==> src/rtl/ps2s1_pkg.sv <==
// ============================================================================
// PS/2 scan code set 1 decoder package
// Shared types, sequence states, event kinds and scan code constants.
// ============================================================================
package ps2s1_pkg;

   typedef enum logic [3:0] {
      SEQ_IDLE   = 4'd0,
      SEQ_EXT    = 4'd1,
      SEQ_PSM1   = 4'd2,
      SEQ_PSM2   = 4'd3,
      SEQ_PSB1   = 4'd4,
      SEQ_PSB2   = 4'd5,
      SEQ_PAUSE0 = 4'd6,
      SEQ_PAUSE1 = 4'd7,
      SEQ_PAUSE2 = 4'd8,
      SEQ_PAUSE3 = 4'd9,
      SEQ_PAUSE4 = 4'd10
   } seq_state_type;

   typedef enum logic [1:0] {
      KIND_PLAIN = 2'd0,
      KIND_EXT   = 2'd1,
      KIND_PRTSC = 2'd2,
      KIND_PAUSE = 2'd3
   } event_kind_type;

   typedef struct packed {
      logic shift_left;
      logic shift_right;
      logic ctrl_left;
      logic ctrl_right;
      logic alt_left;
      logic alt_right;
   } mod_flags_type;

   localparam logic [7:0] CODE_PAUSE_PREFIX = 8'hE1;
   localparam logic [7:0] CODE_EXT_PREFIX   = 8'hE0;
   localparam logic [7:0] CODE_LSHIFT_MAKE  = 8'h2A;
   localparam logic [7:0] CODE_PRTSC_B1     = 8'hB7;
   localparam logic [7:0] CODE_PRTSC_M2     = 8'h37;
   localparam logic [7:0] CODE_PRTSC_B2     = 8'hAA;
   localparam logic [7:0] CODE_CTRL_MAKE    = 8'h1D;
   localparam logic [7:0] CODE_CTRL_BREAK   = 8'h9D;
   localparam logic [7:0] CODE_ALT_MAKE     = 8'h38;
   localparam logic [7:0] CODE_ALT_BREAK    = 8'hB8;
   localparam logic [6:0] ROW_LSHIFT        = 7'h2A;
   localparam logic [6:0] ROW_RSHIFT        = 7'h36;
   localparam logic [6:0] ROW_CTRL          = 7'h1D;
   localparam logic [6:0] ROW_ALT           = 7'h38;

   // Byte expected while the pause run sits in the given state.
   function automatic logic [7:0] pause_byte(input seq_state_type st);
      logic [7:0] b;
      b = 8'h00;
      case (st)
         SEQ_PAUSE0: b = 8'h1D;
         SEQ_PAUSE1: b = 8'h45;
         SEQ_PAUSE2: b = 8'hE1;
         SEQ_PAUSE3: b = 8'h9D;
         SEQ_PAUSE4: b = 8'hC5;
         default:    b = 8'h00;
      endcase
      return b;
   endfunction

endpackage

==> src/rtl/ps2_set1_scancode_decoder_top.sv <==
// ============================================================================
// PS/2 scan code set 1 decoder
// Decodes raw set 1 bytes into key events and tracks modifier keys.
// ============================================================================
// Each word on the req_ channel is one raw byte from the keyboard. The block
// follows the E0 and E1 prefixes and the print screen and pause runs, keeps
// left and right shift, ctrl and alt flags, and sends at most one event word
// on the rsp_ channel per byte. Bytes that only move a prefix run forward or
// change a shift flag or the left ctrl or alt flag produce no word.
// A byte is taken into an input register, decoded by one level of logic
// against the sequence state, and the event lands in an output register that
// drives the rsp_ channel. One byte can be accepted every cycle while the
// output is drained. When the receiver holds rsp_tready low, the output
// register keeps its word, the input register holds the next byte, and
// req_tready drops once both are full. Reset is synchronous and clears the
// sequence state, all modifier flags and both valid flags; no word is
// pending after reset.
// ============================================================================
module ps2_set1_scancode_decoder_top (
   input  logic       clock,
   input  logic       reset,
   input  logic       req_tvalid,
   output logic       req_tready,
   input  logic [7:0] req_tdata,    // [7:0] scan_code
   output logic       rsp_tvalid,
   input  logic       rsp_tready,
   output logic [15:0] rsp_tdata,   // [7:0] key_code, [8] pressed,
                                    // [9] shift_column, [10] ctrl_held,
                                    // [11] alt_held, [15:12] zero
   output logic [1:0] rsp_tuser     // [1:0] event_kind
);
   import ps2s1_pkg::*;

   logic           in_valid_ff;
   logic [7:0]     in_code_ff;
   seq_state_type  seq_ff;
   seq_state_type  seq_in;
   mod_flags_type  flags_ff;
   mod_flags_type  flags_in;
   logic           rsp_valid_ff;
   logic [15:0]    rsp_data_ff;
   logic [1:0]     rsp_user_ff;

   logic           advance;
   logic           emit;
   event_kind_type kind;
   logic [7:0]     key_code;
   logic           pressed;
   logic           shift_column;
   logic [7:0]     b;

   assign b       = in_code_ff;
   assign advance = in_valid_ff && (!rsp_valid_ff || rsp_tready);
   assign req_tready = !in_valid_ff || advance;

   always_comb begin
      seq_in = SEQ_IDLE;
      unique case (seq_ff)
         SEQ_EXT: begin
            if (b == CODE_LSHIFT_MAKE) begin
               seq_in = SEQ_PSM1;
            end else if (b == CODE_PRTSC_B1) begin
               seq_in = SEQ_PSB1;
            end
         end
         SEQ_PSM1: begin
            if (b == CODE_EXT_PREFIX) begin
               seq_in = SEQ_PSM2;
            end
         end
         SEQ_PSB1: begin
            if (b == CODE_EXT_PREFIX) begin
               seq_in = SEQ_PSB2;
            end
         end
         SEQ_PAUSE0, SEQ_PAUSE1, SEQ_PAUSE2, SEQ_PAUSE3: begin
            if (b == pause_byte(seq_ff)) begin
               seq_in = seq_state_type'(4'(seq_ff) + 4'd1);
            end
         end
         SEQ_PSM2, SEQ_PSB2, SEQ_PAUSE4: begin
            seq_in = SEQ_IDLE;
         end
         default: begin
            if (b == CODE_PAUSE_PREFIX) begin
               seq_in = SEQ_PAUSE0;
            end else if (b == CODE_EXT_PREFIX) begin
               seq_in = SEQ_EXT;
            end
         end
      endcase
   end

   always_comb begin
      flags_in     = flags_ff;
      emit         = 1'b0;
      kind         = KIND_PLAIN;
      key_code     = 8'h00;
      pressed      = 1'b1;
      shift_column = flags_ff.shift_left | flags_ff.shift_right;
      unique case (seq_ff)
         SEQ_EXT: begin
            if (b != CODE_LSHIFT_MAKE && b != CODE_PRTSC_B1) begin
               if (b == CODE_CTRL_MAKE) begin
                  flags_in.ctrl_right = 1'b1;
               end else if (b == CODE_CTRL_BREAK) begin
                  flags_in.ctrl_right = 1'b0;
               end else if (b == CODE_ALT_MAKE) begin
                  flags_in.alt_right = 1'b1;
               end else if (b == CODE_ALT_BREAK) begin
                  flags_in.alt_right = 1'b0;
               end
               emit     = 1'b1;
               kind     = KIND_EXT;
               key_code = b;
               pressed  = !b[7];
            end
         end
         SEQ_PSM1: begin
            if (b != CODE_EXT_PREFIX) begin
               flags_in.shift_left = 1'b1;
            end
         end
         SEQ_PSM2: begin
            if (b == CODE_PRTSC_M2) begin
               emit = 1'b1;
               kind = KIND_PRTSC;
            end else begin
               flags_in.shift_left = 1'b1;
            end
         end
         SEQ_PSB2: begin
            if (b == CODE_PRTSC_B2) begin
               emit    = 1'b1;
               kind    = KIND_PRTSC;
               pressed = 1'b0;
            end
         end
         SEQ_PAUSE4: begin
            if (b == pause_byte(seq_ff)) begin
               emit = 1'b1;
               kind = KIND_PAUSE;
            end
         end
         SEQ_PSB1, SEQ_PAUSE0, SEQ_PAUSE1, SEQ_PAUSE2, SEQ_PAUSE3: begin
            emit = 1'b0;
         end
         default: begin
            if (b != CODE_PAUSE_PREFIX && b != CODE_EXT_PREFIX) begin
               case (b[6:0])
                  ROW_LSHIFT: flags_in.shift_left  = !b[7];
                  ROW_RSHIFT: flags_in.shift_right = !b[7];
                  ROW_CTRL:   flags_in.ctrl_left   = !b[7];
                  ROW_ALT:    flags_in.alt_left    = !b[7];
                  default: begin
                     emit     = !b[7];
                     key_code = {1'b0, b[6:0]};
                  end
               endcase
            end
         end
      endcase
   end

   always_ff @(posedge clock) begin
      if (reset) begin
         in_valid_ff  <= 1'b0;
         seq_ff       <= SEQ_IDLE;
         flags_ff     <= '0;
         rsp_valid_ff <= 1'b0;
      end else begin
         if (req_tready) begin
            in_valid_ff <= req_tvalid;
         end
         if (advance) begin
            seq_ff   <= seq_in;
            flags_ff <= flags_in;
         end
         if (advance) begin
            rsp_valid_ff <= emit;
         end else if (rsp_tready) begin
            rsp_valid_ff <= 1'b0;
         end
      end
   end

   always_ff @(posedge clock) begin
      if (req_tready && req_tvalid) begin
         in_code_ff <= req_tdata;
      end
      if (advance && emit) begin
         rsp_data_ff <= {4'b0000,
                         flags_in.alt_left | flags_in.alt_right,
                         flags_in.ctrl_left | flags_in.ctrl_right,
                         shift_column, pressed, key_code};
         rsp_user_ff <= 2'(kind);
      end
   end

   assign rsp_tvalid = rsp_valid_ff;
   assign rsp_tdata  = rsp_data_ff;
   assign rsp_tuser  = rsp_user_ff;

endmodule
==> config.mk <==
export PLATFORM = sky130hd
export DESIGN_NAME = ps2_set1_scancode_decoder_top
export DESIGN_NICKNAME = d
export VERILOG_FILES = /design/src/rtl/ps2s1_pkg.sv /design/src/rtl/ps2_set1_scancode_decoder_top.sv
export SDC_FILE = /design/constraint.sdc
export NUM_CORES = 1
export LEC_CHECK = 0
export ABC_CLOCK_PERIOD_IN_PS = 4090
export BUFFER_PORTS_ARGS = -buffer_cell sky130_fd_sc_hd__buf_4
export CORE_UTILIZATION = 56
export CTS_CLUSTER_SIZE = 40
export DETAILED_ROUTE_END_ITERATION = 10
export PLACE_DENSITY = 0.79
export SKIP_CTS_REPAIR_TIMING = 1
export SYNTH_ARGS = -nofsm -noshare
export SYNTH_HDL_FRONTEND = slang
export SYNTH_SLANG_ARGS = --single-unit
export TNS_END_PERCENT = 50
==> constraint.sdc <==
create_clock -name clock -period 4.09 [get_ports clock]
set_clock_uncertainty 0.2 [all_clocks]
set_input_delay 0.409 -clock clock [delete_from_list [all_inputs] [get_ports clock]]
set_output_delay 0.409 -clock clock [all_outputs]
set_load 0.1 [all_outputs]
# Yosys cells after proc, flatten, opt, wreduce, memory -nomap -nowiden

Index checks and enable logic that the tools add are counted.

$mul: 0
$add $sub $neg: 1
Shift-type cells: 0
Reductions and logical operators: 22
$lt $le $gt $ge: 0
Div/mod/pow operators: 0
Eq/ne operators: 32
Mux-type cells: 53
Bitwise logic cells: 5

Operators with widths:

| operator                                       | count |
|---|---|
| == test 8 bit (second input constant)          | 6 |
| one-hot mux 8 bit (5 select lines)             | 1 |
| 2-to-1 mux 1 bit                               | 31 |
| == test 8 x 6 -> 1 bit (second input constant) | 3 |
| 2-to-1 mux 8 bit                               | 3 |
| != test 8 bit (second input constant)          | 3 |
| == test 7 x 6 -> 1 bit (second input constant) | 3 |
| one-hot mux 4 bit (5 select lines)             | 1 |
| == test 4 x 3 -> 1 bit (second input constant) | 4 |
| == test 8 bit                                  | 2 |
| one-hot mux 8 bit (2 select lines)             | 1 |
| 2-to-1 mux 3 bit                               | 5 |
| 2-to-1 mux 7 bit                               | 2 |
| == test 4 bit (second input constant)          | 3 |
| OR reduction 10 bit                            | 1 |
| OR reduction 9 bit                             | 1 |
| == test 4 x 2 -> 1 bit (second input constant) | 2 |
| == test 8 x 5 -> 1 bit (second input constant) | 1 |
| 2-to-1 mux 2 bit                               | 4 |
| != test 8 x 6 -> 1 bit (second input constant) | 1 |
| one-hot mux 2 bit (4 select lines)             | 1 |
| OR reduction 4 bit                             | 2 |
| OR reduction 8 bit                             | 1 |
| == test 7 x 5 -> 1 bit (second input constant) | 1 |
| 18 further kinds                               | 30 |

Register bits after elaboration: 34
Bits in read-only memories: 0
Output and inout port bits: 20
Bits in writable memories: 0
Bits in latches: 0
Memories: 0

# Depth between registers and ports, before layout

Gate-level depths: netlist (run 1).

Word-level depth: 8
Mapped depth: 9

# Worst setup path before layout (run 1)

No wires, ideal clock.

Kind: register to register
Start: reg in_code_ff[2] (netlist: b[2])
End: reg rsp_data_ff[0] (netlist: rsp_tdata[0]), enable pin
Cell stages (with the launch flop): 6
Data required time: 3.506 ns
Arrival time: 2.388 ns
Setup time: 0.384 ns
Clock period less this slack: 2.972 ns
Path slack: 1.118 ns
Cells stage by stage: edfxtp_1 or4b_4 or3_4 o211ai_2 and3b_1 nor2_1

Cells in the longest elaborated chain, start to end: 6
Elaborated cells on any way between the ends: 22
Classes of those cells: 11 x eq/ne; 7 x mux; 4 x reduce/logical

RTL lines:

| element                                                                 | line                                 | source |
|---|---|---|
| start, declared                                                         | ps2_set1_scancode_decoder_top.sv:35  | `logic [7:0] in_code_ff;` |
| start signal, assigned                                                  | ps2_set1_scancode_decoder_top.sv:189 | `in_code_ff <= req_tdata;` |
| == test 7 x 5 -> 1 bit / == test 7 x 6 -> 1 bit (equally long branches) | ps2_set1_scancode_decoder_top.sv:150 | `case (b[6:0])` |
| OR reduction 4 bit (no source line)                                     | n/a                                  |  |
| 2-to-1 mux 1 bit                                                        | ps2_set1_scancode_decoder_top.sv:150 |  |
| 2-to-1 mux 1 bit                                                        | ps2_set1_scancode_decoder_top.sv:149 | `if (b != CODE_PAUSE_PREFIX && b != CODE_EXT_PREFIX) begin` |
| one-hot mux 1 bit (5 select lines) (*)                                  | ps2_set1_scancode_decoder_top.sv:101 | `unique case (seq_ff)` |
| logical AND 1 bit (*)                                                   | ps2_set1_scancode_decoder_top.sv:191 | `if (advance && emit) begin` |
| end signal, assigned                                                    | ps2_set1_scancode_decoder_top.sv:192 | `rsp_data_ff <= {4'b0000,` |
| end, declared                                                           | ps2_set1_scancode_decoder_top.sv:41  | `logic [15:0] rsp_data_ff;` |

Mark *: on every way between the ends. The rest lies on a longest branch, timed or not.
A chain may end at the register's enable or synchronous reset.

# Worst setup path after layout (run 1)

Start: reg seq_ff[1]
End: reg rsp_data_ff[3] (netlist: rsp_tdata[3]), enable pin

Cells in the longest elaborated chain, start to end: 4
Elaborated cells on any way between the ends: 13
Classes of those cells: 10 x eq/ne; 1 x mux; 2 x reduce/logical

RTL lines:

| element                                              | line                                 | source |
|---|---|---|
| start, declared                                      | ps2_set1_scancode_decoder_top.sv:36  | `seq_state_type seq_ff;` |
| start signal, assigned                               | ps2_set1_scancode_decoder_top.sv:176 | `seq_ff <= seq_in;` |
| == test 4 x 3 -> 1 bit, or another cell as far along | ps2_set1_scancode_decoder_top.sv:101 |  |
| OR reduction 6 bit (no source line)                  | n/a                                  |  |
| one-hot mux 1 bit (5 select lines) (*)               | ps2_set1_scancode_decoder_top.sv:101 |  |
| logical AND 1 bit (*)                                | ps2_set1_scancode_decoder_top.sv:191 |  |

Marked as above.

==> results.md, run 1 <==
- Setup Viol. Count Final: 0
- Worst Hold End: b[1]
- Clk slew on worst S/H paths: 0.11 ns
- Avg WL per Cell: roughly 17 um
- Final TNS setup: 0 ns
- FF-to-FF path depth: 8
- CTS tree: yes
- Count leader, synth: edfxtp_1
- Largest net degree at the start of global routing: 17
- Fin util: 0.672
- Port buffer count: 27
- CP max-delay cell: nor2_1
- Outcome: finished clean
- Worst Setup End Kind: register
- Distinct cell type count of the synthesized netlist: 53
- FF/Latch Area: ~900 um2
- Reg2reg setup slack: between 0.7 and 0.8 ns
- Overall Power: around 750 uW
- 1st-iter DRT viols: ~160
- Achievable Freq: slightly below 300 MHz
- Routed WL: roughly 4800 um
- CP Max Fanout: 14
- Leakage Power: ~0.00080 uW
- Logic pwr share: 0.153
- Syn. warnings: 0
- Clock sink count: 34
- Ranking of synthesized cells by area: edfxtp_1 34%, dfxtp_1 12%, nor3_1 4.1%
- RSZ-0062 raised after global routing: no
- CP max stage delay: just under 0.8 ns
- Cell-internal power: roughly 530 uW
- Num CTS Buffers: 5
- Antenna cell count: 0
- First-pass GRT wire length: about 8000 um
- TritonRoute pass-1 iters: 7
- Cell Count, Final, Fillers Out: 274
- H-tree depth: 2
- DR vias/cell: about 6.5
- Core Region: about 3300 um2
- Worst hold path class: input port to register
- Root buf cell: clkbuf_4
- Core Rows: 21
- Worst Hold Depth: 1
- Mapped Avg Cell Area: a little under 10 um2
- # DRC: 0
- Clk buf depth: 2
- Sequential Power Share: 0.522
- Die X: approximately 61 um
- Final Critical Period: around 3.4 ns
- Nets: between 200 and 250
- Reg-to-Reg Start: seq_ff[1]
- Sequential element share of the synthesized area: 0.462
- Buffer and inverter count on the worst path: 1
- Cell Chain, Critical Path: inv_1 -> ha_1 -> nor3_1 -> o21ai_0 -> nand2_1 -> nand3_1 -> and3b_1 -> nor2_1
- Worst Setup Start Kind: register
- Critical R2R Capture: rsp_tdata[3]
- Via count: ~1,800
- Tightest Pin Transition: 1.03 ns
- WS Path Type: register to register
- Worst-Skew Late Latency: about 0.34 ns
- Crit path max-delay family: simple AND/OR/NAND/NOR gates
- Worst EP arrival: about 3.2 ns
- Synth area leader: edfxtp_1
- Fraction of registers with async set/reset: 0
- Dpl cells: approximately 270
- Grt total ovfl: 0
- Worst hold margin: 0.0393 ns
- IO Pins: 32
- Synth top cells by count: 22 x edfxtp_1, 16 x nor3_1, 15 x nand2_1
- Mapped cell area: 1950 um2
- Mapped Cells: ~200
- EDFF count, synth: 22
- Clk pwr share: 0.325
- Worst setup path start: seq_ff[1]
- Max cap viols: 0
- Hold path startpoint: req_tdata[1]
- Die Ht: between 60 and 70 um
- Synth top area share: 0.338
- Slew HR: 0.313
- Fin. Hold Viols: 0
- Vias in the first global route: 1,637
- Register bit total from synthesis: 34
- Number of fill cells: ~270
- Initial core utilization: 0.585
- Tot GR Track Use: 0.302
- Footprint of the multi-input gates: approximately 970 um2
- Initial antenna violation count: 0
- HPWL Detailed: roughly 3600 um
- Main synth FF type: edfxtp_1
- Crit path required time: slightly below 4 ns
- Antenna Nets Post-Route: 0
- Pwr dens: 333 nW/um2
- P_sw: 214 uW
- Crit share post-route: 0.827
- Area grow syn2layout: 14.8%
- Slew Limit Fails: 0
- Share of cells above drive strength 1: 0.197
- Sw Share: 0.287
- Die area: between 3000 and 4000 um2
- Peak supply drop: roughly 0.28 mV
- Routability-driven placement congestion ratio: 1.12
kinds of logic (layout without fill, tap and decap cells):
family          after synthesis  in the layout  synth area share
compound gates               51             51             0.188
xor+xnor                      3              3            0.0135
fa+ha+maj                     4              4            0.0256
buf+inv                      20             42            0.0462
other cells                   1              4           0.00192
flops                        34             34             0.462
simple gates                 88             88             0.253
mux                           2              2            0.0103
per-layer routing:
layer / vias up / share of wire / track usage
met5: - / 0 / 0
met4: 0 / 0.029 / 0.140
met3: 23 / 0.10 / 0.0672
met2: 145 / 0.48 / 0.469
met1: 783 / 0.39 / 0.403
li1: 819 / - / -
per-stage QoR:
step / worst slack, ns / instance area [um2]
2_1_floorplan: 1.12 / 1960
3_3_place_gp: 0.938 / 2160
3_5_place_dp: 0.812 / 2160
4_1_cts: 0.752 / 2240
5_1_grt: 0.419 / 2240
6_report: 0.706 / 2240
power by group through the flow:
stage	Sequential (uW)	Clock (uW)	Combinational, uW
after global routing	392	254	122
after global placement	397	0	112
final	390	243	114
after detailed placement	397	0	113
after floorplan	422	0	61.8
after CTS	389	246	113
worst reg2reg max path: stages, from the launching register on:
cell	delay (ns)
dfxtp_1	0.39
inv_1	0.10
ha_1	0.33
nor3_1	0.38
o21ai_0	0.28
nand2_1	0.24
nand3_1	0.09
and3b_1	0.22
nor2_1	0.77
how the worst max path moves through the flow:
stage              endpoint  slack, ns  cells past startpoint
2_1_floorplan  rsp_tdata[0]       1.12                      5
3_3_place_gp   rsp_tdata[2]       0.94                      5
3_5_place_dp   rsp_tdata[5]       0.81                      8
4_1_cts        rsp_tdata[7]       0.75                      8
5_1_grt        rsp_tdata[2]       0.42                      8
6_report       rsp_tdata[3]       0.71                      8
sequential cells by signal, summed over array words and instances (netlist names):
signal and cells:
rsp_tvalid 1, rsp_tuser 2, in_valid_ff 1, seq_ff 4
rsp_tdata 12, b 8, flags_ff 6
cell type report:
type / count / share of cell area
clock buffers: 5 / 0.0168
repair buffers: 28 / 0.0938
flip-flops and latches: 34 / 0.402
inverters: 6 / 0.0101
multi-input cells: 152 / 0.434
well taps: 46 / 0.0257
clock inverters: 3 / 0.0179
layout by cell type, fill, tap and decap left out, types with 3 or more instances in the layout:
master and instances:
edfxtp_1 22, nor2b_1 7, o22ai_1 4, a211oi_1 4
ha_1 4, nor2_1 14, buf_4 28, conb_1 4
o211ai_1 3, o31ai_1 4, nand2_1 15, nor4_1 4
a21o_1 3, inv_1 6, a21oi_1 6, or3_1 4
nor3_1 16, dfxtp_1 12, clkbuf_4 5, o21ai_0 5
nand3_1 7, a31oi_1 7, nand2b_1 4
Power figures use the tool's default switching activity.
==> inputs of run 2 (changes only) <==
ABC_CLOCK_PERIOD_IN_PS = 3500   (was 4090)
clock period = 3.5 ns   (was 4.09 ns; I/O delays follow)
==> run 2 against run 1 <==
Combinational power up 31%. Hold slack worse by 0.015 ns. Critical endpoint is now rsp_tuser[0]. Global-route usage shrank 1.2 points. Fmax grew 13%. Sequential power is 16% higher. Critical path type unchanged. Design area up 6.6%. Clock power is 52% higher.
==> results.md, run 2 (synthesis results as in run 1) <==
- HPWL Detailed: 3610 um
- Initial antenna violation count: 0
- Die X: approximately 61 um
- CP Max Fanout: 14
- Final worst setup slack: between 0.5 and 0.6 ns
- Routed WL: approximately 4900 um
- Worst Hold Depth: 3
- Pre-CTS setup slack: between 0.2 and 0.25 ns
- CP max stage delay: a little over 0.6 ns
- Worst setup path start: b[2]
- Share of cells above drive strength 1: 0.212
- Core Rows: 21
- Buffer and inverter count on the worst path: 0
- Tightest Pin Transition: approximately 0.62 ns
- DR vias/cell: approximately 6.4
- Slew Limit Fails: 0
- Crit path required time: approximately 3.3 ns
- Root buf cell: clkbuf_4
- Achievable Freq: 334 MHz
- RSZ-0062 raised after global routing: no
- Avg WL per Cell: about 17 um
- Via count: roughly 1,800
- Setup Viol. Count Final: 0
- WS Path Type: register to register
- Max reg flops: 12
- Pwr dens: approximately 410 nW/um2
- Final TNS setup: 0 ns
- Routability-driven placement congestion ratio: between 1 and 1.5
- Tot GR Track Use: 0.290
- Clk slew on worst S/H paths: between 0.1 and 0.15 ns
- Die area: ~3700 um2
- Worst Setup End Kind: register
- Die Ht: 61.0 um
- Cell Chain, Critical Path: or4b_4 -> or3_4 -> o211ai_2 -> and3b_1 -> nor2_2
- Worst EP arrival: 2.79 ns
- CTS tree: yes
- Worst Setup Start Kind: register
- FF-to-FF path depth: 5
- Worst hold path class: input port to register
- 1st-iter DRT viols: around 130
- Grt total ovfl: 0
- Most frequent cells in the layout: 33 x buf_4, 22 x edfxtp_1, 16 x nor3_1, 15 x nand2_1, 13 x nor2_1
- Largest net degree at the start of global routing: 17
- Clock sink count: 34
- IO Pins: 32
- CP Capture Point: rsp_tuser[0]
- Fin. Hold Viols: 0
- Nets: about 260
- TritonRoute pass-1 iters: 5
- Dpl cells: between 200 and 300
- Worst hold margin: approximately 0.024 ns
- Slew HR: 0.584
- Clk buf depth: 2
- Number of cells on the critical path: 5
- Critical R2R Capture: rsp_tuser[0]
- Max cap viols: 0
- First-pass GRT wire length: roughly 7600 um
- Worst-Skew Late Latency: roughly 0.36 ns
- Reg-to-Reg Start: b[2]
- Crit share post-route: 0.854
- Peak supply drop: about 0.26 mV
- Core Region: between 3000 and 4000 um2
- Outcome: finished clean
- Antenna cell count: 0
- Most common cell after layout, fill and taps aside: buf_4
- CP max-delay cell: or4b_4
- Area grow syn2layout: 22.4%
- Reg2reg setup slack: between 0.5 and 0.6 ns
- # DRC: 0
- Num CTS Buffers: 5
- Final Critical Period: about 3 ns
- Initial core utilization: 0.585
- Leakage Power: around 0.00087 uW
- Antenna Nets Post-Route: 0
- Crit path max-delay family: simple AND/OR/NAND/NOR gates
- Port buffer count: 27
- Cell Count, Final, Fillers Out: roughly 290
- H-tree depth: 2
- Vias in the first global route: around 1,600
[run 2: cell count changes in the layout (fill, tap and decap cells not counted)]
cell and delta:
buf_4 +5, bufinv_16 +1, clkinv_2 -2, clkinv_4 +1, dlygate4sd3_1 +8, nor2_1 -1, nor2_2 +1
[run 2: where the power goes]
part	switching, uW	internal (uW)
logic	106	42.4
clock network	146	223
registers	11.8	440
[run 2: how the worst min path moves through the flow]
stage / slack, ns / endpoint / startpoint
final: 0.02 / in_valid_ff / req_tvalid
after global placement: 0.27 / flags_ff[4] / flags_ff[4]
after CTS: -0.03 / b[4] / req_tdata[4]
after detailed placement: 0.31 / flags_ff[5] / flags_ff[5]
after global routing: 0.04 / in_valid_ff / req_tvalid
after floorplan: 0.25 / b[0] / req_tdata[0]
[run 2: metal layers]
| metal | part of all wire | global-route usage |
|---|---|---|
| met1 | 0.38 | 0.361 |
| met2 | 0.47 | 0.435 |
| met4 | 0.052 | 0.192 |
| met5 | 0 | 0 |
| met3 | 0.099 | 0.0882 |
[run 2: worst reg2reg max path: stages (launching register included)]
cell and delay [ns]:
edfxtp_1 0.50, or4b_4 0.62, or3_4 0.41, o211ai_2 0.19
and3b_1 0.23, nor2_2 0.49
[run 2: area by class of cell]
cell class	count	area, um2
clock buffer	5	37.5
clock inverter	3	68.8
fill	246	947
inverter	6	22.5
multi-input combinational	152	975
sequential	34	901
tap	46	57.6
timing repair buffer	41	328
[run 2: stage by stage]
stage,util,instance area [um2],power [uW]
floorplan,-,1960,565
CTS,0.691,2310,962
global placement,0.660,2200,598
global route,0.716,2390,995
detailed placement,0.660,2200,599
finish,0.716,2390,970
==> inputs of run 3 (changes only) <==
CTS_BUF_LIST = sky130_fd_sc_hd__clkbuf_16   (was unset)
==> run 3 against run 2 <==
Clock-buffer cell count is the same. First-iteration DRC count increased by 21%. Critical path depth unchanged. Sequential power barely moved. Non-clock buffer count down 8. Clock power grew 57%. Critical path type unchanged.
==> results.md, run 3 (synthesis results as in run 1) <==
- Cell Chain, Critical Path: or4b_4 -> or3_4 -> o211ai_2 -> and3b_1 -> nor2_2
- Crit path required time: 3.22 ns
- Avg WL per Cell: between 15 and 20 um
- RSZ-0062 raised after global routing: no
- Worst Setup Start Kind: register
- Initial core utilization: 0.585
- Worst Hold Depth: 1
- Clk slew on worst S/H paths: approximately 0.050 ns
- Die area: ~3700 um2
- Fin. Hold Viols: 0
- CP Max Fanout: 14
- Worst EP arrival: between 2 and 3 ns
- IO Pins: 32
- Achievable Freq: 331 MHz
- Max cap viols: 0
- Tightest Pin Transition: ~0.64 ns
- Antenna Nets Post-Route: 0
- Largest net degree at the start of global routing: 17
- Placed cell areas: 2200 um2
- Worst Setup End Kind: register
- Clk pwr share: 0.493
- Num CTS Buffers: 5
- Nets: approximately 250
- Design area: around 2400 um2
- Sequential Power Share: 0.386
- Peak supply drop: between 0.3 and 0.4 mV
- Pwr dens: between 400 and 500 nW/um2
- Die X: 61.0 um
- CP max-delay cell: or4b_4
- Port buffer count: 27
- Via count: about 1,800
- Crit path max-delay family: simple AND/OR/NAND/NOR gates
- Core Region: roughly 3300 um2
- Crit share post-route: 0.862
- P_sw: between 200 and 300 uW
- 1st-iter DRT viols: roughly 150
- CP max stage delay: approximately 0.61 ns
- Root buf cell: clkbuf_16
- Buffer and inverter count on the worst path: 0
- Slew HR: 0.574
- Clk buf depth: 2
- CTS tree: yes
- Core Rows: 21
- Final TNS setup: 0 ns
- Tot GR Track Use: 0.303
- Slew Limit Fails: 0
- HPWL Detailed: roughly 3600 um
- Setup Viol. Count Final: 0
- Max reg flops: 12
- Cell-internal power: between 800 and 900 uW
- Share of cells above drive strength 1: 0.219
- Antenna cell count: 0
- # DRC: 0
- Leakage Power: 0.000877 uW
- First-pass GRT wire length: 7940 um
- Area grow syn2layout: 22.8%
- Most frequent cells in the layout: 33 x buf_4, 22 x edfxtp_1, 16 x nor3_1, 15 x nand2_1, 13 x nor2_1
- Worst hold path class: input port to register
- Outcome: finished clean
- Reg2reg setup slack: about 0.48 ns
- Most common cell after layout, fill and taps aside: buf_4
- Number of cells on the critical path: 5
- Die Ht: a little over 60 um
- Sw Share: 0.245
- FF-to-FF path depth: 5
- Worst-Skew Late Latency: 0.28 ns
- Grt total ovfl: 0
- Final Critical Period: a little over 3 ns
- Routed WL: about 5000 um
- Clock sink count: 34
- WS Path Type: register to register
- TritonRoute pass-1 iters: 7
- Vias in the first global route: roughly 1,600
- Initial antenna violation count: 0
- Logic pwr share: 0.121
- DR vias/cell: around 6.6
- Routability-driven placement congestion ratio: ~1.0
- H-tree depth: 2
==> run 3: area by class of cell <==
| cell class | count | area, um2 |
|---|---|---|
| Inverter | 6 | 22.5 |
| Fill cell | 245 | 940 |
| Clock buffer | 5 | 125 |
| Sequential cell | 34 | 901 |
| Timing Repair Buffer | 33 | 248 |
| Multi-Input combinational cell | 152 | 975 |
| Tap cell | 46 | 57.6 |
| Clock inverter | 3 | 68.8 |
==> run 3: worst register-to-register path, stage by stage (launching register included) <==
cell	delay, ns
edfxtp_1	0.49
or4b_4	0.61
or3_4	0.42
o211ai_2	0.20
and3b_1	0.23
nor2_2	0.51
==> run 3: path summary, 6_finish.rpt <==
check	startpoint	endpoint
max	b[2]	rsp_tdata[10]
min	req_tdata[4]	b[4]
max reg2reg	b[2]	rsp_tdata[10]
min reg2reg	flags_ff[5]	flags_ff[5]
==> run 3: power groups by stage <==
| stage | Clock [uW] | Combinational [uW] | Sequential [uW] |
|---|---|---|---|
| CTS | 578 | 139 | 453 |
| finish | 580 | 142 | 453 |
| floorplan | 0 | 72.2 | 493 |
| detailed placement | 0 | 138 | 461 |
| global placement | 0 | 138 | 460 |
| global route | 594 | 149 | 455 |
==> run 3: per-layer routing <==
layer | GRT usage | up-vias | wire length [um]
met3 | 0.0924 | 38 | 535
met1 | 0.391 | 832 | 1920
met2 | 0.463 | 142 | 2310
met5 | 0 | - | 0
met4 | 0.153 | 0 | 287
li1 | - | 824 | -
==> run 3: metrics by stage <==
step                setup WS, ns  hold slack (ns)  utilization  power (uW)  instances
floorplan                  0.528            0.249            -         565        206
finish                     0.483           0.0406        0.718        1170        279
CTS                        0.195           0.0427        0.718        1170        279
global placement           0.359            0.272        0.660         598        271
detailed placement         0.234            0.309        0.660         599        271
global route               0.340           0.0368        0.718        1200        279
